--- src/design/gauss_seidel_laplace_solver_unit_defines.svh ---
// ----------------------------------------------------------------------------
// Gauss-Seidel Laplace solver: assertion macros
// Concurrent check macros shared by the files that assert. They collapse to
// nothing when SYNTH is set.
// ----------------------------------------------------------------------------
`ifndef GAUSS_SEIDEL_LAPLACE_SOLVER_UNIT_DEFINES_SVH
`define GAUSS_SEIDEL_LAPLACE_SOLVER_UNIT_DEFINES_SVH

`ifndef SYNTH
// Same-cycle implication, quiet while reset is asserted.
`define GSLPS_ASSERT_IMP(lbl, clk, rstn, ante, cons) \
  lbl: assert property (@(posedge clk) disable iff (!rstn) (ante) |-> (cons)) \
    else $error("gslps: same-cycle check failed");
// Next-cycle implication, quiet while reset is asserted.
`define GSLPS_ASSERT_NXT(lbl, clk, rstn, ante, cons) \
  lbl: assert property (@(posedge clk) disable iff (!rstn) (ante) |=> (cons)) \
    else $error("gslps: next-cycle check failed");
`else
`define GSLPS_ASSERT_IMP(lbl, clk, rstn, ante, cons)
`define GSLPS_ASSERT_NXT(lbl, clk, rstn, ante, cons)
`endif

`endif

--- src/design/gslps_pkg.sv ---
// ----------------------------------------------------------------------------
// gslps_pkg
// Types, codes and fixed widths of the Gauss-Seidel Laplace solver.
// ----------------------------------------------------------------------------
package gslps_pkg;

  localparam int CELL_W     = 32;  // Q16.16 cell
  localparam int SUM_W      = 34;  // four-neighbor sum, never overflows
  localparam int CHG_W      = 33;  // absolute change of one cell
  localparam int CNT_W      = 16;
  localparam int CFG_IDX_W  = 2;
  localparam int CFG_DATA_W = 16;

  // Operation codes
  localparam logic [1:0] OP_WRITE = 2'd0;
  localparam logic [1:0] OP_SOLVE = 2'd1;
  localparam logic [1:0] OP_READ  = 2'd2;
  localparam logic [1:0] OP_NONE  = 2'd3;

  // Register indexes
  localparam logic [CFG_IDX_W-1:0] CFG_GRID_ROWS  = 2'd0;
  localparam logic [CFG_IDX_W-1:0] CFG_GRID_COLS  = 2'd1;
  localparam logic [CFG_IDX_W-1:0] CFG_TOLERANCE  = 2'd2;
  localparam logic [CFG_IDX_W-1:0] CFG_MAX_SWEEPS = 2'd3;

  // Register reset values
  localparam logic [7:0]       ROWS_RST       = 8'd128;
  localparam logic [7:0]       COLS_RST       = 8'd128;
  localparam logic [CNT_W-1:0] TOLERANCE_RST  = 16'd0;
  localparam logic [CNT_W-1:0] MAX_SWEEPS_RST = 16'd10000;

  // Fetch phases of one cell: read address issued / data landing
  localparam logic [2:0] PH_N   = 3'd0;
  localparam logic [2:0] PH_S   = 3'd1;
  localparam logic [2:0] PH_E   = 3'd2;
  localparam logic [2:0] PH_W   = 3'd3;
  localparam logic [2:0] PH_C   = 3'd4;
  localparam logic [2:0] PH_OLD = 3'd5;

  typedef struct packed {
    logic [1:0]        operation;
    logic [6:0]        row;
    logic [6:0]        col;
    logic signed [31:0] value;
  } in_item_t;

  typedef struct packed {
    logic signed [31:0] read_value;
    logic [15:0]        sweeps_done;
    logic               converged;
  } out_item_t;

  typedef enum logic [3:0] {
    S_IDLE,
    S_RDATA,
    S_SWEEP,
    S_FETCH,
    S_ROUND,
    S_DIFF,
    S_ABS,
    S_END
  } state_t;

  typedef enum logic {
    ALU_ADD,
    ALU_SUB
  } alu_op_t;

endpackage

--- src/design/gslps_alu.sv ---
// ----------------------------------------------------------------------------
// gslps_alu
// Shared 34-bit add/subtract unit of the sweep datapath.
// ----------------------------------------------------------------------------
module gslps_alu
  import gslps_pkg::*;
(
  input  alu_op_t                 op,
  input  logic signed [SUM_W-1:0] a,
  input  logic signed [SUM_W-1:0] b,
  output logic signed [SUM_W-1:0] y
);

  always_comb begin
    unique case (op)
      ALU_ADD: y = a + b;
      ALU_SUB: y = a - b;
      default: y = a + b;
    endcase
  end

endmodule

--- config.mk ---
export PLATFORM = sky130hd
export DESIGN_NAME = gslps_alu
export DESIGN_NICKNAME = d
export VERILOG_FILES = /design/src/design/gauss_seidel_laplace_solver_unit_defines.svh /design/src/design/gslps_pkg.sv /design/src/design/gslps_alu.sv
export SDC_FILE = /design/constraint.sdc
export NUM_CORES = 1
export LEC_CHECK = 0
export BUFFER_PORTS_ARGS = -buffer_cell sky130_fd_sc_hd__buf_2
export CAP_MARGIN = 20
export CORE_AREA = 5 5 94 105
export DETAILED_ROUTE_END_ITERATION = 6
export DIE_AREA = 0 0 99 110
export PLACE_DENSITY = 0.59
export SYNTH_ARGS = -nofsm -noshare
export SYNTH_HDL_FRONTEND = slang
export SYNTH_SLANG_ARGS = --single-unit
--- constraint.sdc ---
create_clock -name vclk -period 5.7
set_input_delay 1.425 -clock vclk [all_inputs]
set_output_delay 1.425 -clock vclk [all_outputs]
set_load 0.1 [all_outputs]
# [Word level (Yosys, flattened, before mapping)]
# Cells that the tools add are included.
[totals] out_inout_bits=34 reg_bits=0 input_bits=69 word_cells=4
[classes] bitwise_logic=1 n_mux=1 addsub=2
[op_table] cell="$pmux W34 S2" count=1
[op_table] cell="$add A34 B34 Y34" count=1
[op_table] cell="$sub A34 B34 Y34" count=1
[op_table] cell="$not A1 Y1" count=1

# [Longest topological paths before layout]
# Gate-level depths: netlist of run 1.
[logic_depth] ltp_word=2 depth_mapped=17 mapped_depth_nobuf=16

# [Worst setup path after synthesis of run 1]
# OpenSTA, ideal clock, no wires.
[synth_timing] kind="input -> output" startpoint="input b[5]" endpoint="output y[29]" setup_slack_ns=-2.198 arrival_time_ns=6.473 cell_stages=15 path_buffers=1 required_time_ns=4.275 path_cell_list="nor4_2 and2_1 and3_1 a21oi_1 xnor2_1 ha_1 clkbuf_1 nand4_1 nor2_1 o211ai_1 nand3_1 o211ai_4 a2111oi_2 nor2_1 a311oi_1"
[synth_between] elab_chain_cells=2 elab_cells_between_ends=3 cone_classes="2 x add/sub; 1 x mux"
[synth_rtl] element="start, declared" line="gslps_alu.sv:10" source="input logic signed [SUM_W-1:0] b,"
[synth_rtl] element="$sub A34 B34 Y34 / $add A34 B34 Y34 (equally long branches)"
[synth_rtl] element="$pmux W34 S2 (*)" line="gslps_alu.sv:15" source="unique case (op)"
[synth_rtl] element="end, declared" line="gslps_alu.sv:11" source="output logic signed [SUM_W-1:0] y"
# Mark *: on every way between the ends. The rest lies on a longest branch, timed or not.

# [Final worst setup path of run 1]
[layout_timing] startpoint="input b[6]" endpoint="output y[29]"
# The elaborated chain is that of the path after synthesis.

==> metrics.md, run 1 <==
| Metric | Value |
|---|---|
| Status | finished with violations |
| Largest family of logic cells by synthesized area | compound AO/OA/AOI/OAI gates |
| Initial antenna violation count | 0 |
| Worst hold start | a[0] |
| Post-Synth Simple-Gate Area | 0.278 |
| Layout area overhead | 115% |
| HPWL Detailed | 8.87 mm |
| Crit. End Element | primary output |
| Hold worst-path end | y[0] |
| RSZ-0062 raised after global routing | yes |
| CP Max Fanout | 4 |
| Die X-Extent | 99 um |
| Post-synthesis instance area | 2640 sq um |
| XOR/XNOR share of the synthesized area | 0.190 |
| GRT Util Overall | 0.189 |
| Mux share of post-synthesis cell area | 0.0152 |
| CP arrival | 4.72 ns |
| Setup Total Neg Slack | -4.72 ns |
| Grt total ovfl | 0 |
| Worst Hold Class | in -> out |
| Largest net degree at the start of global routing | 22 |
| Crit Path Class | in -> out |
| Die Area | 10900 sq um |
| Final ANT Viol Nets | 0 |
| Post-synthesis cell count | 380 |
| Vias | 3776 |
| Nets@finish | 743 |
| Max-Cap Viols | 0 |
| Synth warn | 0 |
| Initial Utilization | 0.304 |
| CP Launch Type | input pin |
| Share of cells above drive strength 1 | 0.586 |
| Row count | 36 |
| Slew Limit Fails | 0 |
| Gpl congestion | 0.925 |
| Most frequent cells in the layout | buf_4, buf_2, nor2_1, xnor2_1, ha_1 |
| WL final | 10.5 mm |
| Relative slew slack | 0.581 |
| DRC Markers | 0 |
| Sequential-to-total area share from yosys stat | 0 |
| Core Area | 8690 sq um |
| FF/Latch Area | 0 sq um |
| Pwr dens | 291 nW/um^2 |
| Final hold vios | 0 |
| Syn Nets | 484 |
| Vias in the first global route | 3959 |
| Final Setup Violations | 15 |
| Mean post-synth cell area | 6.94 sq um |
| Distinct cell type count after synthesis | 61 |
| Synth Area in Compound Gates | 0.294 |
| Vert. Die Dim | 110 um |
| Post-Synth Adder-Cell Area | 0.169 |
| Maximum vdd drop | 0.215 mV |
| Sequential cell count | 0 |
| CTS Hold Bufs | 0 |
| Number of fillers in the final layout | 703 |
| Final period demand of the worst path | 6.14 ns |
| Vias/cell | 5.03 |
| DR iter-0 viols | 76 |
| WHS Path Cells | 5 |
| Multi-input logic area | 3220 sq um |
| CLK BUF | 0 |
| Total I/O pin count | 103 |
| Achievable Freq | 0.163 GHz |
| Worst-Margin Slew | 0.620 ns |
| CP Data Required Time | 4.28 ns |
| First-pass GRT wire length | 17.5 mm |
| Period utilisation layout | 1.08 |
| Placed Area | 5200 sq um |
| PortBufs | 103 |
| Post-route cell area | 5680 sq um |
| Setup ws final | -0.441 ns |
| DR WL/cell | 14.0 um |
| Most common cell after layout, fill and taps aside | buf_4 |
| Pre-Repair DR Iteration Count | 4 |
| Leakage | 2.68 nW |
| Tot Pwr | 1.65 mW |
| Antenna cells | 0 |
| Failing checks | negative setup slack |
[cells in the mapped netlist (3+ instances only)]
cell       instances  area (sq um)
o21bai_1           3          22.5
clkbuf_1          10          37.5
nand4_1            6          37.5
nand2_1           18          67.6
o21ai_1            7          35.0
o21ai_0            8          40.0
nand3_1            9          45.0
a21oi_1           50           250
o21a_1             5          37.5
inv_1             18          67.6
nor4_1             4          25.0
nand2b_1           4          25.0
xnor2_1           47           412
a21o_1            12          90.1
ha_1              34           425
o2111ai_1          3          26.3
and3_1             6          37.5
a31oi_1            5          31.3
xor2_1             7          61.3
a41oi_1            3          26.3
nor2b_1            7          43.8
mux2i_1            4          40.0
nor3_1            12          60.1
nor2_1            43           161
and2_1             9          56.3
[worst max-delay path: stages]
cell and delay (ns):
buf_6 0.10, nor4_4 0.32, and4b_4 0.29, and2_4 0.15, buf_6 0.10, nor2_4 0.03
xnor2_2 0.12, ha_1 0.33, nand4_1 0.17, nor2_2 0.14, o211ai_1 0.13, nand3_2 0.13
o211ai_4 0.10, a2111oi_4 0.42, buf_4 0.19, nor2_2 0.04, a311oi_4 0.29, buf_12 0.22
[stage by stage]
| step | cells | setup WS, ns | hold slack [ns] | util |
|---|---|---|---|---|
| 2_1_floorplan | 380 | -0.789 | 3.30 | - |
| 3_3_place_gp | 734 | -0.536 | 3.42 | 0.598 |
| 3_5_place_dp | 734 | -0.532 | 3.42 | 0.598 |
| 4_1_cts | 746 | -0.409 | 3.43 | 0.628 |
| 5_1_grt | 751 | -0.674 | 3.46 | 0.653 |
| 6_report | 751 | -0.441 | 3.42 | 0.653 |
[repair_timing]
item | 4_1_cts | 5_1_grt
buffers inserted | 14 | 10
pin swaps | 35 | 21
cloned | 0 | 0
gates resized for setup | 39 | 34
endpoints found under the setup margin | 15 | 21
endpoints found under the hold margin | 0 | 0
[cell families (layout without fill, tap and decap cells)]
kind of cell	count (synthesis)	in the layout
XOR/XNOR	55	55
multiplexers	4	4
AND/OR/NAND/NOR	136	136
buffers and inverters	32	289
AO/OA/AOI/OAI	118	118
adder cells (fa/ha/maj)	35	35
[metal layers]
layer | global-route usage | vias up | wire [um]
met5 | 0 | - | 0
met4 | 0.0410 | 0 | 295
met3 | 0.0107 | 22 | 416
met2 | 0.376 | 99 | 5560
met1 | 0.221 | 1740 | 4250
li1 | - | 1915 | -
[worst max-delay path by stage]
| stage | startpoint | endpoint | cells past startpoint |
|---|---|---|---|
| 6_report | b[6] | y[29] | 18 |
| 5_1_grt | b[6] | y[33] | 18 |
| 4_1_cts | b[6] | y[33] | 17 |
| 3_5_place_dp | b[9] | y[25] | 19 |
| 3_3_place_gp | b[9] | y[25] | 19 |
| 2_1_floorplan | b[9] | y[33] | 15 |
[report_power, final]
group,switching [mW],internal (mW)
clock,0,0
sequential,0,0
combinational,0.989,0.662
total,0.989,0.662
[final cells by class]
cell class | count | area share
multi-input cells | 348 | 0.567
inverters | 20 | 0.0132
repair buffers | 269 | 0.395
well taps | 114 | 0.0251
Power figures use the tool's default switching activity.
==> run 2: changes to the inputs <==
--- a/config.mk
+++ b/config.mk
@@ -5,12 +5,13 @@
 export SDC_FILE = /design/constraint.sdc
 export NUM_CORES = 1
 export LEC_CHECK = 0
+export ABC_AREA = 1
 export BUFFER_PORTS_ARGS = -buffer_cell sky130_fd_sc_hd__buf_2
 export CAP_MARGIN = 20
-export CORE_AREA = 5 5 94 105
+export CORE_AREA = 5 5 105 117
 export DETAILED_ROUTE_END_ITERATION = 6
-export DIE_AREA = 0 0 99 110
-export PLACE_DENSITY = 0.59
+export DIE_AREA = 0 0 110 122
+export PLACE_DENSITY = 0.57
 export SYNTH_ARGS = -nofsm -noshare
 export SYNTH_HDL_FRONTEND = slang
 export SYNTH_SLANG_ARGS = --single-unit
==> metrics.md, run 2 <==
| Metric | Value |
|---|---|
| Grt total ovfl | 0 (unchanged) |
| Final period demand of the worst path | 5.49 ns (-0.653 ns) |
| Worst Hold Class | in -> out |
| Die X-Extent | 110 um (+11%) |
| Final Setup Violations | 0 (-15) |
| Crit Path Class | in -> out |
| Layout Utilization | 0.421 (-0.232) |
| Slew Limit Fails | 0 (unchanged) |
| Share of cells above drive strength 1 | 0.238 (-0.347) |
| Initial antenna violation count | 0 (unchanged) |
| Synth area leader | nand2_1 |
| Top-count cell post-synth | nand2_1 |
| PortBufs | 103 (unchanged) |
| Synth top cells by count | nand2_1, inv_1, nor2_1 |
| Initial Utilization | 0.299 (-0.00445) |
| Synth warn | 0 (unchanged) |
| Postcts setup bufs | 0 (-14) |
| Vias/cell | 4.52 (-10%) |
| Core Area | 11100 sq um (+28%) |
| Period utilisation layout | 0.963 (-0.115) |
| WL final | 11.1 mm (+5.3%) |
| Total I/O pin count | 103 (unchanged) |
| Final hold vios | 0 (unchanged) |
| GRT Util Overall | 0.161 (-0.0274) |
| Vias | 4112 (+8.9%) |
| Relative slew slack | 0.672 (+0.0908) |
| CP Launch Type | input pin |
| Setup Total Neg Slack | 0 ns (+4.72 ns) |
| Leakage | 2.59 nW (-3.5%) |
| Maximum vdd drop | 0.181 mV (-16%) |
| Synth top area cells | nand2_1, inv_1, ha_1 |
| Die Area | 13400 sq um (+23%) |
| DR iter-0 viols | 149 (+96%) |
| Layout area overhead | 40.8% |
| Share of the synthesized area in the top cell type | 0.230 (+0.0688) |
| Status | completed |
| Most frequent cells in the layout | nand2_1, inv_1, buf_2, nor2_1, nand3_1 |
| Largest net degree at the start of global routing | 21 (-4.5%) |
| CP arrival | 4.06 ns (-0.66 ns) |
| CTS Hold Bufs | 0 (unchanged) |
| RSZ-0062 raised after global routing | yes |
| Post-synthesis instance area | 3330 sq um (+26%) |
| Mean post-synth cell area | 5.06 sq um (-27%) |
| Vias in the first global route | 3926 (-0.83%) |
| DR WL/cell | 12.2 um (-13%) |
| Cell chain of the critical path | buf_2 > inv_1 > ha_2 > nand4_2 > inv_2 > nand2_1 > o21ai_4 > nand3_1 > xor2_1 > ha_4 > nand2_1 > nor2_1 > nand2_1 > nor3_1 > nand2_1 > nand2_1 > nand2_1 > nand2_1 > buf_12 |
| Worst-Margin Slew | 0.495 ns (-0.125 ns) |
| Syn Nets | 762 (+57%) |
| Hold slack | 3.36 ns (-0.0662 ns) |
| Vert. Die Dim | 122 um (+11%) |
| Number of fillers in the final layout | 1261 (+79%) |
| Achievable Freq | 0.182 GHz (+12%) |
| First-pass GRT wire length | 17.7 mm (+1.3%) |
| Sequential-to-total area share from yosys stat | 0 (unchanged) |
| DRC Markers | 0 (unchanged) |
| Nets@finish | 866 (+17%) |
| Final ANT Viol Nets | 0 (unchanged) |
| Post-synthesis cell count | 658 (+73%) |
| Highest-delay cell along the critical path | ha_4 |
| CP Max Fanout | 5 (+1) |
| FF/Latch Area | 0 sq um (unchanged) |
| Wl on met1 | 5.09 mm (+20%) |
| Row count | 41 (+14%) |
| Sequential cell count | 0 (unchanged) |
| CP top delay family | simple AND/OR/NAND/NOR gates |
| Metal2 WL | 5.58 mm (+0.31%) |
| CLK BUF | 0 (unchanged) |
| Pre-Repair DR Iteration Count | 5 (+1) |
| Pre-CTS WS | 0.0482 ns (+0.580 ns) |
| Pwr dens | 286 nW/um^2 (-1.8%) |
| CTS resizes | 0 (-100%) |
| HPWL Detailed | 10.2 mm (+15%) |
| Gpl congestion | 0.912 (-1.4%) |
| Buf/Inv on CP | 4 (unchanged) |
| Max layer used | met4 |
| Post-route cell area | 4690 sq um (-17%) |
| Max-Cap Viols | 0 (unchanged) |
| Setup ws final | 0.212 ns (+0.653 ns) |
| Crit. End Element | primary output |
| Most frequent CP cell | nand2_1 |
| CP Data Required Time | 4.28 ns (about the same) |
| Antenna cells | 0 (unchanged) |
| Most common cell after layout, fill and taps aside | nand2_1 |
| Metal3 WL | 371 um (-11%) |
| Placed Area | 4540 sq um (-13%) |
| Worst stage delay on the critical path | 0.32 ns (-0.10 ns) |
| Distinct cell type count after synthesis | 30 (-51%) |
-- run 2: kinds of logic after synthesis --
| group | count (synthesis) | synth area share |
|---|---|---|
| simple gates | 367 | 0.468 |
| buf+inv | 130 | 0.147 |
| compound gates | 80 | 0.130 |
| xor+xnor | 46 | 0.121 |
| fa+ha+maj | 35 | 0.134 |
-- run 2: layout make-up --
type	instances	area (sq um)	area share
tap	150	188	0.0400
inverter	127	477	0.102
timing repair buffer	105	951	0.203
multi-input combinational	528	3070	0.656
-- run 2: final timing paths --
kind / start / endpoint / slack (ns) / depth (start not counted)
setup / recovery: b[0] / y[30] / 0.21 / 19
hold / removal: b[0] / y[0] / 3.36 / 4
-- run 2: report_power, final --
part	total, mW	switching [mW]	internal [mW]
sequential	0	0	0
clock	0	0	0
combinational	1.34	0.918	0.422
-- run 2: tightest hold or removal path, delay by kind of cell --
family | cells | cell delay (ns)
buffers and inverters | 3 | 0.40
adders and majority gates | 1 | 0.11
-- run 2: per-stage QoR --
| stage | cells | power, mW |
|---|---|---|
| 2_1_floorplan | 658 | 0.899 |
| 3_3_place_gp | 910 | 1.32 |
| 3_5_place_dp | 910 | 1.32 |
| 4_1_cts | 910 | 1.32 |
| 5_1_grt | 910 | 1.42 |
| 6_report | 910 | 1.34 |
-- run 2: per-layer routing --
metal / GRT usage / vias up
met5: 0 / -
met4: 0.00935 / 0
met3: 0.00848 / 8
met2: 0.289 / 81
li1: - / 2241
met1: 0.222 / 1782
